### src/hdl/iso_dt_pkg.sv
// Shared types, constants and decode functions for the ISO 8601 basic
// date-time parser. No dependencies; used by iso_dt_core, the top level
// and the port checker.
package iso_dt_pkg;

    // Character positions inside a record
    localparam logic [4:0] SEP_POS = 5'd8;
    localparam logic [4:0] END_POS = 5'd15;

    // Characters of interest
    localparam logic [7:0] CHAR_ZERO = 8'h30;
    localparam logic [7:0] CHAR_NINE = 8'h39;
    localparam logic [7:0] CHAR_T    = 8'h54;
    localparam logic [7:0] CHAR_Z    = 8'h5A;

    // Range limits
    localparam logic [6:0] MONTH_MAX  = 7'd12;
    localparam logic [6:0] HOUR_LIM   = 7'd24;
    localparam logic [6:0] MINUTE_LIM = 7'd60;
    localparam logic [6:0] SECOND_MAX = 7'd60;

    // Consumed counts for a good record
    localparam logic [4:0] CONSUMED_PLAIN = 5'd15;
    localparam logic [4:0] CONSUMED_UTC   = 5'd16;

    // Result status codes
    typedef enum logic [3:0] {
        ST_OK            = 4'd0,
        ST_YEAR_DIGITS   = 4'd1,
        ST_MONTH_DIGITS  = 4'd2,
        ST_MONTH_RANGE   = 4'd3,
        ST_DAY_DIGITS    = 4'd4,
        ST_DAY_RANGE     = 4'd5,
        ST_MISSING_T     = 4'd6,
        ST_HOUR_DIGITS   = 4'd7,
        ST_HOUR_RANGE    = 4'd8,
        ST_MINUTE_DIGITS = 4'd9,
        ST_MINUTE_RANGE  = 4'd10,
        ST_SECOND_DIGITS = 4'd11,
        ST_SECOND_RANGE  = 4'd12
    } t_status;

    // One result word
    typedef struct packed {
        t_status     status;
        logic [13:0] year;
        logic [3:0]  month;
        logic [4:0]  day;
        logic [4:0]  hour;
        logic [5:0]  minute;
        logic [5:0]  second;
        logic        is_utc;
        logic [4:0]  consumed;
    } t_result;

    // Field (digits status) that owns a character position
    function automatic t_status fld_code(input logic [4:0] pos);
        t_status code;
        unique case (pos)
            5'd0, 5'd1, 5'd2, 5'd3: code = ST_YEAR_DIGITS;
            5'd4, 5'd5:             code = ST_MONTH_DIGITS;
            5'd6, 5'd7:             code = ST_DAY_DIGITS;
            5'd8:                   code = ST_MISSING_T;
            5'd9, 5'd10:            code = ST_HOUR_DIGITS;
            5'd11, 5'd12:           code = ST_MINUTE_DIGITS;
            default:                code = ST_SECOND_DIGITS;
        endcase
        return code;
    endfunction

    // First position of the field that owns a position
    function automatic logic [4:0] fld_start(input logic [4:0] pos);
        logic [4:0] start;
        unique case (pos)
            5'd0, 5'd1, 5'd2, 5'd3: start = 5'd0;
            5'd4, 5'd5:             start = 5'd4;
            5'd6, 5'd7:             start = 5'd6;
            5'd8:                   start = 5'd8;
            5'd9, 5'd10:            start = 5'd9;
            5'd11, 5'd12:           start = 5'd11;
            default:                start = 5'd13;
        endcase
        return start;
    endfunction

    // Last position of the field that owns a position
    function automatic logic [4:0] fld_end(input logic [4:0] pos);
        logic [4:0] last_pos;
        unique case (pos)
            5'd0, 5'd1, 5'd2, 5'd3: last_pos = 5'd3;
            5'd4, 5'd5:             last_pos = 5'd5;
            5'd6, 5'd7:             last_pos = 5'd7;
            5'd8:                   last_pos = 5'd8;
            5'd9, 5'd10:            last_pos = 5'd10;
            5'd11, 5'd12:           last_pos = 5'd12;
            default:                last_pos = 5'd14;
        endcase
        return last_pos;
    endfunction

    // Days in a month (month already known to be 1..12)
    function automatic logic [4:0] month_days(input logic [3:0] month, input logic leap);
        logic [4:0] days;
        unique case (month)
            4'd2:                      days = leap ? 5'd29 : 5'd28;
            4'd4, 4'd6, 4'd9, 4'd11:   days = 5'd30;
            default:                   days = 5'd31;
        endcase
        return days;
    endfunction

    // Remainder by 25 of a value below 250: reciprocal multiply, then subtract
    function automatic logic [4:0] mod25(input logic [7:0] v);
        logic [13:0] prod;
        logic [7:0]  quo;
        logic [7:0]  rem;
        prod = 14'(v) * 14'd41;
        quo  = {4'b0, prod[13:10]};
        rem  = v - 8'(quo * 8'd25);
        return rem[4:0];
    endfunction

    // acc * 10 + d, truncated to 7 bits
    function automatic logic [6:0] acc10_7(input logic [6:0] acc, input logic [3:0] d);
        return {acc[3:0], 3'b0} + {acc[5:0], 1'b0} + {3'b0, d};
    endfunction

    // acc * 10 + d, truncated to 14 bits
    function automatic logic [13:0] acc10_14(input logic [13:0] acc, input logic [3:0] d);
        return {acc[10:0], 3'b0} + {acc[12:0], 1'b0} + {10'b0, d};
    endfunction

endpackage

### src/hdl/iso8601_basic_datetime_parser_top.sv
// ISO 8601 basic date-time parser:
//   Slave stream: one ASCII character per word in s_tdata[7:0], s_tlast marks
//   the final character of a record (YYYYMMDDTHHMMSS with optional Z).
//   Master stream: one result word per record, given at the first error or
//   when the record completes; characters after that are dropped up to and
//   including the word marked last.
// Throughput: one character per cycle while the receiver takes the results.
//   Each word goes through an input register, the combinational parse logic
//   and the result register.
// The parse state updates once per word, in the same cycle as the check.
// Reset (synchronous, active low) empties both registers and clears the parse
//   state; the next word starts a fresh record.
// When the receiver stalls, the held result stays on o_m_tdata; the input
//   register takes at most one more word if it is empty, and the slave side
//   then stalls until the result is taken.
// Depends on iso_dt_pkg and iso_dt_core.
module iso8601_basic_datetime_parser_top (
    input  logic        i_clk,
    input  logic        i_rst_n,
    input  logic        i_s_tvalid,
    output logic        o_s_tready,
    input  logic [7:0]  i_s_tdata,   // [7:0] text_char
    input  logic        i_s_tlast,   // is_last
    output logic        o_m_tvalid,
    input  logic        i_m_tready,
    // [3:0] status, [17:4] year, [21:18] month, [26:22] day, [31:27] hour,
    // [37:32] minute, [43:38] second, [44] is_utc, [49:45] consumed, [55:50] zero
    output logic [55:0] o_m_tdata
);

    logic                r_in_valid;
    logic [7:0]          r_in_char;
    logic                r_in_last;
    logic                r_out_valid;
    iso_dt_pkg::t_result r_out;

    logic                advance;
    logic                step;
    logic                res_valid;
    iso_dt_pkg::t_result res;

    // Output register free or being drained this cycle
    assign advance    = !r_out_valid || i_m_tready;
    assign step       = r_in_valid && advance;
    assign o_s_tready = !r_in_valid || advance;

    // Input register
    always_ff @(posedge i_clk) begin
        if (!i_rst_n) begin
            r_in_valid <= 1'b0;
        end else if (i_s_tvalid && o_s_tready) begin
            r_in_valid <= 1'b1;
        end else if (step) begin
            r_in_valid <= 1'b0;
        end
    end

    always_ff @(posedge i_clk) begin
        if (i_s_tvalid && o_s_tready) begin
            r_in_char <= i_s_tdata;
            r_in_last <= i_s_tlast;
        end
    end

    iso_dt_core u_core (
        .i_clk       (i_clk),
        .i_rst_n     (i_rst_n),
        .i_step      (step),
        .i_char      (r_in_char),
        .i_last      (r_in_last),
        .o_res_valid (res_valid),
        .o_res       (res)
    );

    // Result register
    always_ff @(posedge i_clk) begin
        if (!i_rst_n) begin
            r_out_valid <= 1'b0;
        end else if (advance) begin
            r_out_valid <= step && res_valid;
        end
    end

    always_ff @(posedge i_clk) begin
        if (advance) begin
            r_out <= res;
        end
    end

    assign o_m_tvalid = r_out_valid;
    assign o_m_tdata  = {6'b0, r_out.consumed, r_out.is_utc, r_out.second, r_out.minute,
                         r_out.hour, r_out.day, r_out.month, r_out.year, r_out.status};

endmodule

### src/hdl/iso_dt_core.sv
// Parse state and combinational step logic for one character word.
// Depends on iso_dt_pkg for codes, position tables and arithmetic helpers.
module iso_dt_core (
    input  logic                i_clk,
    input  logic                i_rst_n,
    input  logic                i_step,
    input  logic [7:0]          i_char,
    input  logic                i_last,
    output logic                o_res_valid,
    output iso_dt_pkg::t_result o_res
);

    logic [4:0]  r_pos,    n_pos;
    logic        r_closed, n_closed;
    logic [13:0] r_year,   n_year;
    logic [4:0]  r_ymod,   n_ymod;
    logic [6:0]  r_month,  n_month;
    logic [6:0]  r_day,    n_day;
    logic [6:0]  r_hour,   n_hour;
    logic [6:0]  r_minute, n_minute;
    logic [6:0]  r_second, n_second;

    logic                  is_digit;
    logic [3:0]            digit;
    iso_dt_pkg::t_status   code;
    iso_dt_pkg::t_status   err;
    logic                  leap;
    logic [4:0]            pos_inc;
    logic                  clr;
    logic                  close_after;
    logic [5:0]            sec_fold;

    // Hold state registers
    always_ff @(posedge i_clk) begin
        if (!i_rst_n) begin
            r_pos    <= '0;
            r_closed <= 1'b0;
            r_year   <= '0;
            r_ymod   <= '0;
            r_month  <= '0;
            r_day    <= '0;
            r_hour   <= '0;
            r_minute <= '0;
            r_second <= '0;
        end else begin
            r_pos    <= n_pos;
            r_closed <= n_closed;
            r_year   <= n_year;
            r_ymod   <= n_ymod;
            r_month  <= n_month;
            r_day    <= n_day;
            r_hour   <= n_hour;
            r_minute <= n_minute;
            r_second <= n_second;
        end
    end

    // Step one character: accumulate, check ranges, form the result
    always_comb begin
        n_pos       = r_pos;
        n_closed    = r_closed;
        n_year      = r_year;
        n_ymod      = r_ymod;
        n_month     = r_month;
        n_day       = r_day;
        n_hour      = r_hour;
        n_minute    = r_minute;
        n_second    = r_second;
        o_res_valid = 1'b0;
        o_res       = '0;
        err         = iso_dt_pkg::ST_OK;
        clr         = 1'b0;
        close_after = 1'b0;
        sec_fold    = '0;

        is_digit = (i_char >= iso_dt_pkg::CHAR_ZERO) && (i_char <= iso_dt_pkg::CHAR_NINE);
        digit    = i_char[3:0];
        code     = iso_dt_pkg::fld_code(r_pos);
        pos_inc  = r_pos + 5'd1;
        // Gregorian leap rule from year bits and year mod 25
        leap = ((r_year[1:0] == 2'd0) && (r_ymod != 5'd0))
            || ((r_year[3:0] == 4'd0) && (r_ymod == 5'd0));

        if (i_step) begin
            if (r_closed) begin
                // Drop until the last word of the record
                if (i_last) begin
                    clr = 1'b1;
                end
            end else if (r_pos >= iso_dt_pkg::END_POS) begin
                // Character after the seconds: success, Z counted
                sec_fold = (r_second == iso_dt_pkg::SECOND_MAX) ? 6'd59 : r_second[5:0];
                o_res_valid    = 1'b1;
                o_res.status   = iso_dt_pkg::ST_OK;
                o_res.year     = r_year;
                o_res.month    = r_month[3:0];
                o_res.day      = r_day[4:0];
                o_res.hour     = r_hour[4:0];
                o_res.minute   = r_minute[5:0];
                o_res.second   = sec_fold;
                o_res.is_utc   = (i_char == iso_dt_pkg::CHAR_Z);
                o_res.consumed = (i_char == iso_dt_pkg::CHAR_Z) ?
                                 iso_dt_pkg::CONSUMED_UTC : iso_dt_pkg::CONSUMED_PLAIN;
                clr         = 1'b1;
                close_after = !i_last;
            end else begin
                if (r_pos == iso_dt_pkg::SEP_POS) begin
                    if (i_char != iso_dt_pkg::CHAR_T) begin
                        err = iso_dt_pkg::ST_MISSING_T;
                    end
                end else if (!is_digit) begin
                    err = code;
                end else begin
                    // Accumulate the digit into its field
                    case (code)
                        iso_dt_pkg::ST_YEAR_DIGITS: begin
                            n_year = iso_dt_pkg::acc10_14(r_year, digit);
                            n_ymod = iso_dt_pkg::mod25({r_ymod, 3'b0}
                                     + {2'b0, r_ymod, 1'b0} + {4'b0, digit});
                        end
                        iso_dt_pkg::ST_MONTH_DIGITS:  n_month  = iso_dt_pkg::acc10_7(r_month, digit);
                        iso_dt_pkg::ST_DAY_DIGITS:    n_day    = iso_dt_pkg::acc10_7(r_day, digit);
                        iso_dt_pkg::ST_HOUR_DIGITS:   n_hour   = iso_dt_pkg::acc10_7(r_hour, digit);
                        iso_dt_pkg::ST_MINUTE_DIGITS: n_minute = iso_dt_pkg::acc10_7(r_minute, digit);
                        default:                      n_second = iso_dt_pkg::acc10_7(r_second, digit);
                    endcase
                    // Range check on the field's last digit
                    if (r_pos == iso_dt_pkg::fld_end(r_pos)) begin
                        case (code)
                            iso_dt_pkg::ST_MONTH_DIGITS: begin
                                if (n_month == 7'd0 || n_month > iso_dt_pkg::MONTH_MAX) begin
                                    err = iso_dt_pkg::ST_MONTH_RANGE;
                                end
                            end
                            iso_dt_pkg::ST_DAY_DIGITS: begin
                                if (n_day == 7'd0 || n_day >
                                    {2'b0, iso_dt_pkg::month_days(r_month[3:0], leap)}) begin
                                    err = iso_dt_pkg::ST_DAY_RANGE;
                                end
                            end
                            iso_dt_pkg::ST_HOUR_DIGITS: begin
                                if (n_hour >= iso_dt_pkg::HOUR_LIM) begin
                                    err = iso_dt_pkg::ST_HOUR_RANGE;
                                end
                            end
                            iso_dt_pkg::ST_MINUTE_DIGITS: begin
                                if (n_minute >= iso_dt_pkg::MINUTE_LIM) begin
                                    err = iso_dt_pkg::ST_MINUTE_RANGE;
                                end
                            end
                            iso_dt_pkg::ST_SECOND_DIGITS: begin
                                if (n_second > iso_dt_pkg::SECOND_MAX) begin
                                    err = iso_dt_pkg::ST_SECOND_RANGE;
                                end
                            end
                            default: begin
                            end
                        endcase
                    end
                end

                if (err != iso_dt_pkg::ST_OK) begin
                    // First error closes the record
                    o_res_valid    = 1'b1;
                    o_res.status   = err;
                    o_res.consumed = iso_dt_pkg::fld_start(r_pos);
                    clr            = 1'b1;
                    close_after    = !i_last;
                end else begin
                    n_pos = pos_inc;
                    if (pos_inc == iso_dt_pkg::END_POS) begin
                        // Record ends right after the seconds
                        if (i_last) begin
                            sec_fold = (n_second == iso_dt_pkg::SECOND_MAX) ?
                                       6'd59 : n_second[5:0];
                            o_res_valid    = 1'b1;
                            o_res.status   = iso_dt_pkg::ST_OK;
                            o_res.year     = n_year;
                            o_res.month    = n_month[3:0];
                            o_res.day      = n_day[4:0];
                            o_res.hour     = n_hour[4:0];
                            o_res.minute   = n_minute[5:0];
                            o_res.second   = sec_fold;
                            o_res.is_utc   = 1'b0;
                            o_res.consumed = iso_dt_pkg::CONSUMED_PLAIN;
                            clr            = 1'b1;
                        end
                    end else if (i_last) begin
                        // Record ends early: report the field that owns the next position
                        o_res_valid    = 1'b1;
                        o_res.status   = iso_dt_pkg::fld_code(pos_inc);
                        o_res.consumed = iso_dt_pkg::fld_start(pos_inc);
                        clr            = 1'b1;
                    end
                end
            end
        end

        // Clear the record, optionally dropping until the last word
        if (clr) begin
            n_pos    = '0;
            n_year   = '0;
            n_ymod   = '0;
            n_month  = '0;
            n_day    = '0;
            n_hour   = '0;
            n_minute = '0;
            n_second = '0;
            n_closed = close_after;
        end
    end

endmodule

### config.mk
export PLATFORM = sky130hd
export DESIGN_NAME = iso8601_basic_datetime_parser_top
export DESIGN_NICKNAME = d
export VERILOG_FILES = /design/src/hdl/iso_dt_pkg.sv /design/src/hdl/iso8601_basic_datetime_parser_top.sv /design/src/hdl/iso_dt_core.sv
export SDC_FILE = /design/constraint.sdc
export NUM_CORES = 1
export LEC_CHECK = 0
export ABC_CLOCK_PERIOD_IN_PS = 9400
export BUFFER_PORTS_ARGS = -buffer_cell sky130_fd_sc_hd__buf_2
export CAP_MARGIN = 20
export CORE_MARGIN = 1.5
export CORE_UTILIZATION = 34
export CTS_BUF_LIST = sky130_fd_sc_hd__clkbuf_2 sky130_fd_sc_hd__clkbuf_4 sky130_fd_sc_hd__clkbuf_8
export DETAILED_ROUTE_END_ITERATION = 10
export PLACE_DENSITY = 0.47
export SYNTH_ARGS = -nofsm -noshare
export SYNTH_HDL_FRONTEND = slang
export SYNTH_SLANG_ARGS = --single-unit
### constraint.sdc
create_clock -name i_clk -period 9.4 [get_ports i_clk]
set_input_delay 1.88 -clock i_clk [delete_from_list [all_inputs] [get_ports i_clk]]
set_output_delay 1.88 -clock i_clk [all_outputs]
set_load 0.1 [all_outputs]
==> results of run 1 <==
[power groups by stage]
stage	clock network [mW]	logic [mW]	registers (mW)
after floorplan	0	0.0666	0.665
after global placement	0	0.154	0.607
after detailed placement	0	0.154	0.607
after CTS	0.508	0.155	0.594
after global routing	0.528	0.164	0.595
final	0.492	0.153	0.594
[area by class of cell]
cell class	count	share of cell area, %
Clock buffer	22	2.77
Clock inverter	10	1.11
Inverter	71	2.62
Multi-Input combinational cell	708	55.3
Sequential cell	127	30.4
Tap cell	341	4.15
Timing Repair Buffer	71	3.63
[worst max-delay path, stage by stage (launching register included)]
cell      delay (ns)
edfxtp_1        0.52
fa_1            0.61
inv_1           0.06
fa_1            0.45
inv_1           0.07
a21o_1          0.10
a21oi_1         0.07
xnor2_1         0.35
fa_1            0.47
ha_1            0.30
ha_1            0.28
and2_0          0.15
a41o_1          0.23
a21o_1          0.17
a21o_1          0.16
a21o_1          0.20
a21o_1          0.20
xor2_1          0.18
fa_1            0.51
inv_1           0.06
fa_1            0.42
nand2_1         0.07
nand3b_1        0.08
xnor2_1         0.20
xnor2_1         0.10
xnor2_1         0.14
a211oi_1        0.22
[flip-flops by register name, indices dropped and copies added, names as in the netlist, named ones only]
name	cells
u_core.r_month	6
u_core.r_hour	6
u_core.r_pos	5
u_core.r_second	7
r_in_last	1
u_core.r_year	14
o_m_tvalid	1
r_in_valid	1
u_core.r_ymod	5
u_core.r_minute	6
u_core.r_closed	1
o_m_tdata	49
u_core.r_day	6
r_in_char	8
[cell families (layout without fill, tap and decap cells)]
kind of cell / after synthesis / after routing
AO/OA/AOI/OAI: 226 / 226
other: 1 / 6
adder cells (fa/ha/maj): 134 / 134
flip-flops: 127 / 127
AND/OR/NAND/NOR: 253 / 253
multiplexers: 32 / 32
XOR/XNOR: 57 / 57
buffers and inverters: 111 / 174
[metal layers]
| metal | wire length [um] | track usage [%] |
|---|---|---|
| met1 | 11900 | 24.6 |
| met2 | 11100 | 28.5 |
| met3 | 1080 | 3.34 |
| met4 | 272 | 4.66 |
| met5 | 0 | 0 |
[per-stage QoR]
stage	util (%)	power (mW)	hold WS (ns)	cell area (um^2)	instances
2_1_floorplan	-	0.731	0.436	9270	946
3_3_place_gp	36.8	0.761	0.442	9870	1318
3_5_place_dp	36.8	0.761	0.455	9870	1318
4_1_cts	38.3	1.26	0.469	10300	1350
5_1_grt	38.3	1.29	0.521	10300	1350
6_report	38.3	1.24	0.471	10300	1350
[synthesized netlist by cell type, types with 13 or more instances]
cell type	number	area [um^2]
a32o_1	32	320
nor2b_1	13	81.3
ha_1	116	1450
a21o_1	24	180
buf_2	13	65.1
xnor2_1	41	359
mux2i_1	30	300
inv_1	70	263
clkbuf_1	13	48.8
a21oi_1	58	290
nand2_1	65	244
nand3_1	14	70.1
fa_1	18	360
a211oi_1	16	120
nor2_1	90	338
xor2_1	16	140
edfxtp_1	58	1740
dfxtp_1	69	1380
o21ai_0	21	105
[worst paths after layout]
kind | endpoint | slack, ns | cells past startpoint
worst max-delay path | u_core.r_ymod[4] | 2.93 | 26
worst min-delay path | u_core.r_year[13] | 0.47 | 2
worst max register to register | u_core.r_ymod[4] | 2.93 | 26
worst min register to register | u_core.r_year[13] | 0.47 | 2
==> flow_summary.yaml, run 1 <==
run_status:
  status: "complete, no violations"
placed_design:
  io_buffers: 64
  dp_hpwl_mm: 17.8
  gp_congestion: 0.840
  post-place-ws_ns: 2.89
clock_tree:
  clock_latency_ns: 0.47
  cts.path.max_buffers: 2
  cts_tree: "built"
  cts_resized: 0
  hold_buffers: 0
  path_clk_slew_ns: 0.08
  clock_sinks: 127
  post-cts-setup-buffers: 0
  cts-root-buf: "clkbuf_8"
  htreeDepth: 4
  cts_buffers: 17
global_route:
  grt_pass1_wl_mm: 38.9
  gr-total-overflow: 0
  grt_pass1_vias: 6977
  antenna_found_initial: 0
  grt_use_total_pct: 17.8
  grt_max_degree: 52
sta:
  totalNegativeSetupSlack_ns: 0
  min_period_ns: 6.47
  drv_slew: 0
  setup_violations: 0
  rsz0062_at_grt: "false"
  period_share_pct: 68.8
  worst_slack_ns: 2.93
  hold_viol: 0
  slew_headroom_pct: 32.8
  skew_ns: 0.0166
  worst_pin_slew_ns: 1.00
  fmax_ghz: 0.155
die:
  core_area_um2: 26800
  start_util_pct: 34.5
  std_cell_rows: 60
  die_h_um: 168
  dieArea_um2: 28200
  die_w_um: 168
  ios: 71
yosys:
  netlist_area_um2: 9250
  synth_cells: 941
  yosysSeqAreaShare_pct: 33.8
  yosys.area_share.xor_xnor_pct: 5.40
  synth_ff_type: "dfxtp_1"
  synth_edf_count: 58
  synth_simple_gate_area_share_pct: 14.0
  synth_compound_area_share_pct: 18.6
  ys_seq_elements: 127
  synth_top_family_by_area: "adder cells"
  yosys_warnings: 0
  synth.distinct_cells: 87
  yosys-mux-area-fraction_pct: 3.49
  ys_async_sr_fraction_pct: 0
  yosys.area_share.adder_pct: 19.6
  avgSynthCellArea_um2: 9.83
worst_setup_path:
  worstSetupStartpointType: "flip-flop"
  crit_fanout: 6
  cp.required_ns: 9.78
  worstReg2RegStart: "r_in_char[3]"
  worstSetupPathType: "reg2reg"
  worstSetupStartpoint: "r_in_char[3]"
  arrival_ns: 6.85
  end_kind: "flip-flop"
layout:
  multi_input_area_um2: 5680
  antenna_cells: 0
  drive_gt1_share_pct: 13.3
  final_common_cell: "ha_1"
  layout_common_cells: "116 x ha_1, 89 x nor2_1, 69 x inv_1, 69 x dfxtp_1, 65 x nand2_1"
  nFillCells: 2655
  seqCellArea_um2: 3120
  final_nets: 1143
  syn_to_final_growth_pct: 11.0
route:
  drcViolationCount: 0
  wl_mm: 24.3
  vias: 7151
  ant_nets: 0
  route.detailed.wl_per_inst_um: 18.0
  dr.pass1.iters: 5
  vias_per_cell: 5.30
  drt_iter0_markers: 534
power_and_ir_drop:
  p_clk_share_pct: 39.7
  p_int_mw: 0.873
  p_switching_mw: 0.366
  switching_share_pct: 29.6
  combPwrFrac_pct: 12.4
  ir_worst_vdd_v: 0.0000692
  seq_power_share_pct: 47.9
  leakagePower_nw: 4.75
  power_density_nw_per_um2: 121
flow_run:
  max-cap-violations: 0
min_path:
  min_from: "u_core.r_year[13]"
  hold_class: "reg2reg"
(Power assumes the default switching activity.)
==> inputs of run 2 (changes only) <==
Settings changed: ABC_CLOCK_PERIOD_IN_PS 9400 to 5600, PLACE_DENSITY 0.47 to 0.49.
Clock period 9.4 ns to 5.6 ns, I/O delays scaled along.
==> run 2 against run 1 <==
- the flow now finishes with violations (setup timing)
- setup slack got worse by 3.2 ns
- register-to-register slack got worse by 3.2 ns
- non-clock buffer count increased by 40
- flip-flop and latch count unchanged
- global-route usage increased by 0.33 points
- sequential share of layout area down 1.1 points
- count of clock-buffer cells in the layout up 3
- critical endpoint unchanged
==> flow_summary.yaml, run 2 (synthesis results as in run 1) <==
sta:
  period_share_pct: 104
  hold_viol: 0
  setup_violations: 2
  drv_slew: 0
  skew_ns: 0.0157
  totalNegativeSetupSlack_ns: -0.377
  rsz0062_at_grt: "true"
  min_period_ns: 5.83
  worst_slack_ns: -0.234
  slew_headroom_pct: 41.8
  fmax_ghz: 0.171
  worst_pin_slew_ns: 0.867
worst_setup_path:
  worstReg2RegStart: "r_in_char[3]"
  worstSetupStartpoint: "r_in_char[3]"
  arrival_ns: 6.14
  cp.required_ns: 5.90
  end_kind: "flip-flop"
  worstSetupPathType: "reg2reg"
  crit_fanout: 2
  worstSetupStartpointType: "flip-flop"
clock_tree:
  clock_sinks: 127
  clock_latency_ns: 0.45
  cts_tree: "built"
  cts_buffers: 17
  cts.path.max_buffers: 2
  htreeDepth: 4
  cts-root-buf: "clkbuf_8"
  path_clk_slew_ns: 0.08
flow_run:
  max-cap-violations: 0
layout:
  final_common_cell: "ha_1"
  final_nets: 1183
  largest_reg_flops: 49
  syn_to_final_growth_pct: 15.3
  drive_gt1_share_pct: 18.5
  final_area_um2: 10700
  nFillCells: 2718
  layout_common_cells: "111 x ha_1, 89 x nor2_1, 69 x dfxtp_1"
  antenna_cells: 0
run_status:
  status: "complete, but fails checks"
  violations: "setup timing"
global_route:
  grt_max_degree: 56
  antenna_found_initial: 0
  gr-total-overflow: 0
  grt_use_total_pct: 18.1
  grt_pass1_wl_mm: 39.8
  grt_pass1_vias: 7226
route:
  vias: 7321
  ant_nets: 0
  wl_mm: 24.9
  drt_iter0_markers: 486
  route.detailed.wl_per_inst_um: 17.9
  dr.pass1.iters: 5
  drcViolationCount: 0
  vias_per_cell: 5.27
power_and_ir_drop:
  ir_worst_vdd_v: 0.000111
  power_density_nw_per_um2: 198
  leakagePower_nw: 4.97
placed_design:
  io_buffers: 64
  dpl-instance-area_um2: 10200
  dp_hpwl_mm: 18.0
  gp_congestion: 0.832
  post-place-ws_ns: -0.205
die:
  std_cell_rows: 60
  ios: 71
  die_w_um: 168
  start_util_pct: 34.5
  dieArea_um2: 28200
  die_h_um: 168
  core_area_um2: 26800
min_path:
  min_from: "u_core.r_year[13]"
  hold_class: "reg2reg"
## run 2: cell type report
type                            count  area [um^2]  area share (%)
Sequential cell                   127         3120            29.3
Clock buffer                       25          307            2.87
Inverter                           71          269            2.52
Clock inverter                      7         86.3           0.809
Timing Repair Buffer              111          684            6.42
Multi-Input combinational cell    708         5770            54.1
Tap cell                          341          427            4.00
## run 2: path summary, 6_finish.rpt
check | to | slack (ns) | cells after the start
min | u_core.r_year[13] | 0.46 | 2
max | u_core.r_ymod[4] | -0.23 | 24
max reg2reg | u_core.r_ymod[4] | -0.23 | 24
min reg2reg | u_core.r_year[13] | 0.46 | 2
## run 2: where the power goes
part,leakage (nW),switching [mW],internal [mW]
Sequential,1.23,0.00884,0.985
Clock,0.206,0.386,0.446
Combinational,3.53,0.219,0.0641
## run 2: what timing repair did
item | 4_1_cts | 5_1_grt
buffers inserted | 2 | 4
resized for setup | 2 | 11
gates cloned | 0 | 0
hold buffers | 0 | 0
pin swaps | 4 | 9
setup endpoints to repair | 2 | 4
## run 2: worst max-delay path, cell delays in order, from the launching register on
cell and delay, ns:
edfxtp_1 0.41, fa_1 0.52, inv_1 0.06, fa_2 0.54
inv_2 0.05, ha_4 0.25, fa_1 0.41, ha_1 0.29
ha_1 0.27, and2_4 0.13, a41o_1 0.21, a21o_1 0.16
a21o_1 0.15, a21o_1 0.19, xor2_2 0.19, ha_2 0.19
fa_1 0.53, inv_2 0.06, fa_2 0.39, nand2_1 0.07
nand3b_1 0.08, xnor2_1 0.14, xnor2_1 0.19, xnor2_1 0.13
a211oi_1 0.08
## run 2: stage by stage
| step | utilization (%) | power [mW] | instances | hold WS, ns |
|---|---|---|---|---|
| final | 39.8 | 2.11 | 1390 | 0.463 |
| after detailed placement | 37.9 | 1.29 | 1351 | 0.458 |
| after floorplan | - | 1.23 | 946 | 0.436 |
| after global routing | 39.8 | 2.18 | 1390 | 0.496 |
| after CTS | 39.5 | 2.13 | 1385 | 0.469 |
| after global placement | 37.9 | 1.29 | 1351 | 0.441 |
## run 2: per-layer routing
layer  GRT usage, %  part of all wire [%]
met2           30.9                    48
met4           4.54                   1.1
met5              0                     0
met1           24.1                    47
met3           2.49                   3.2
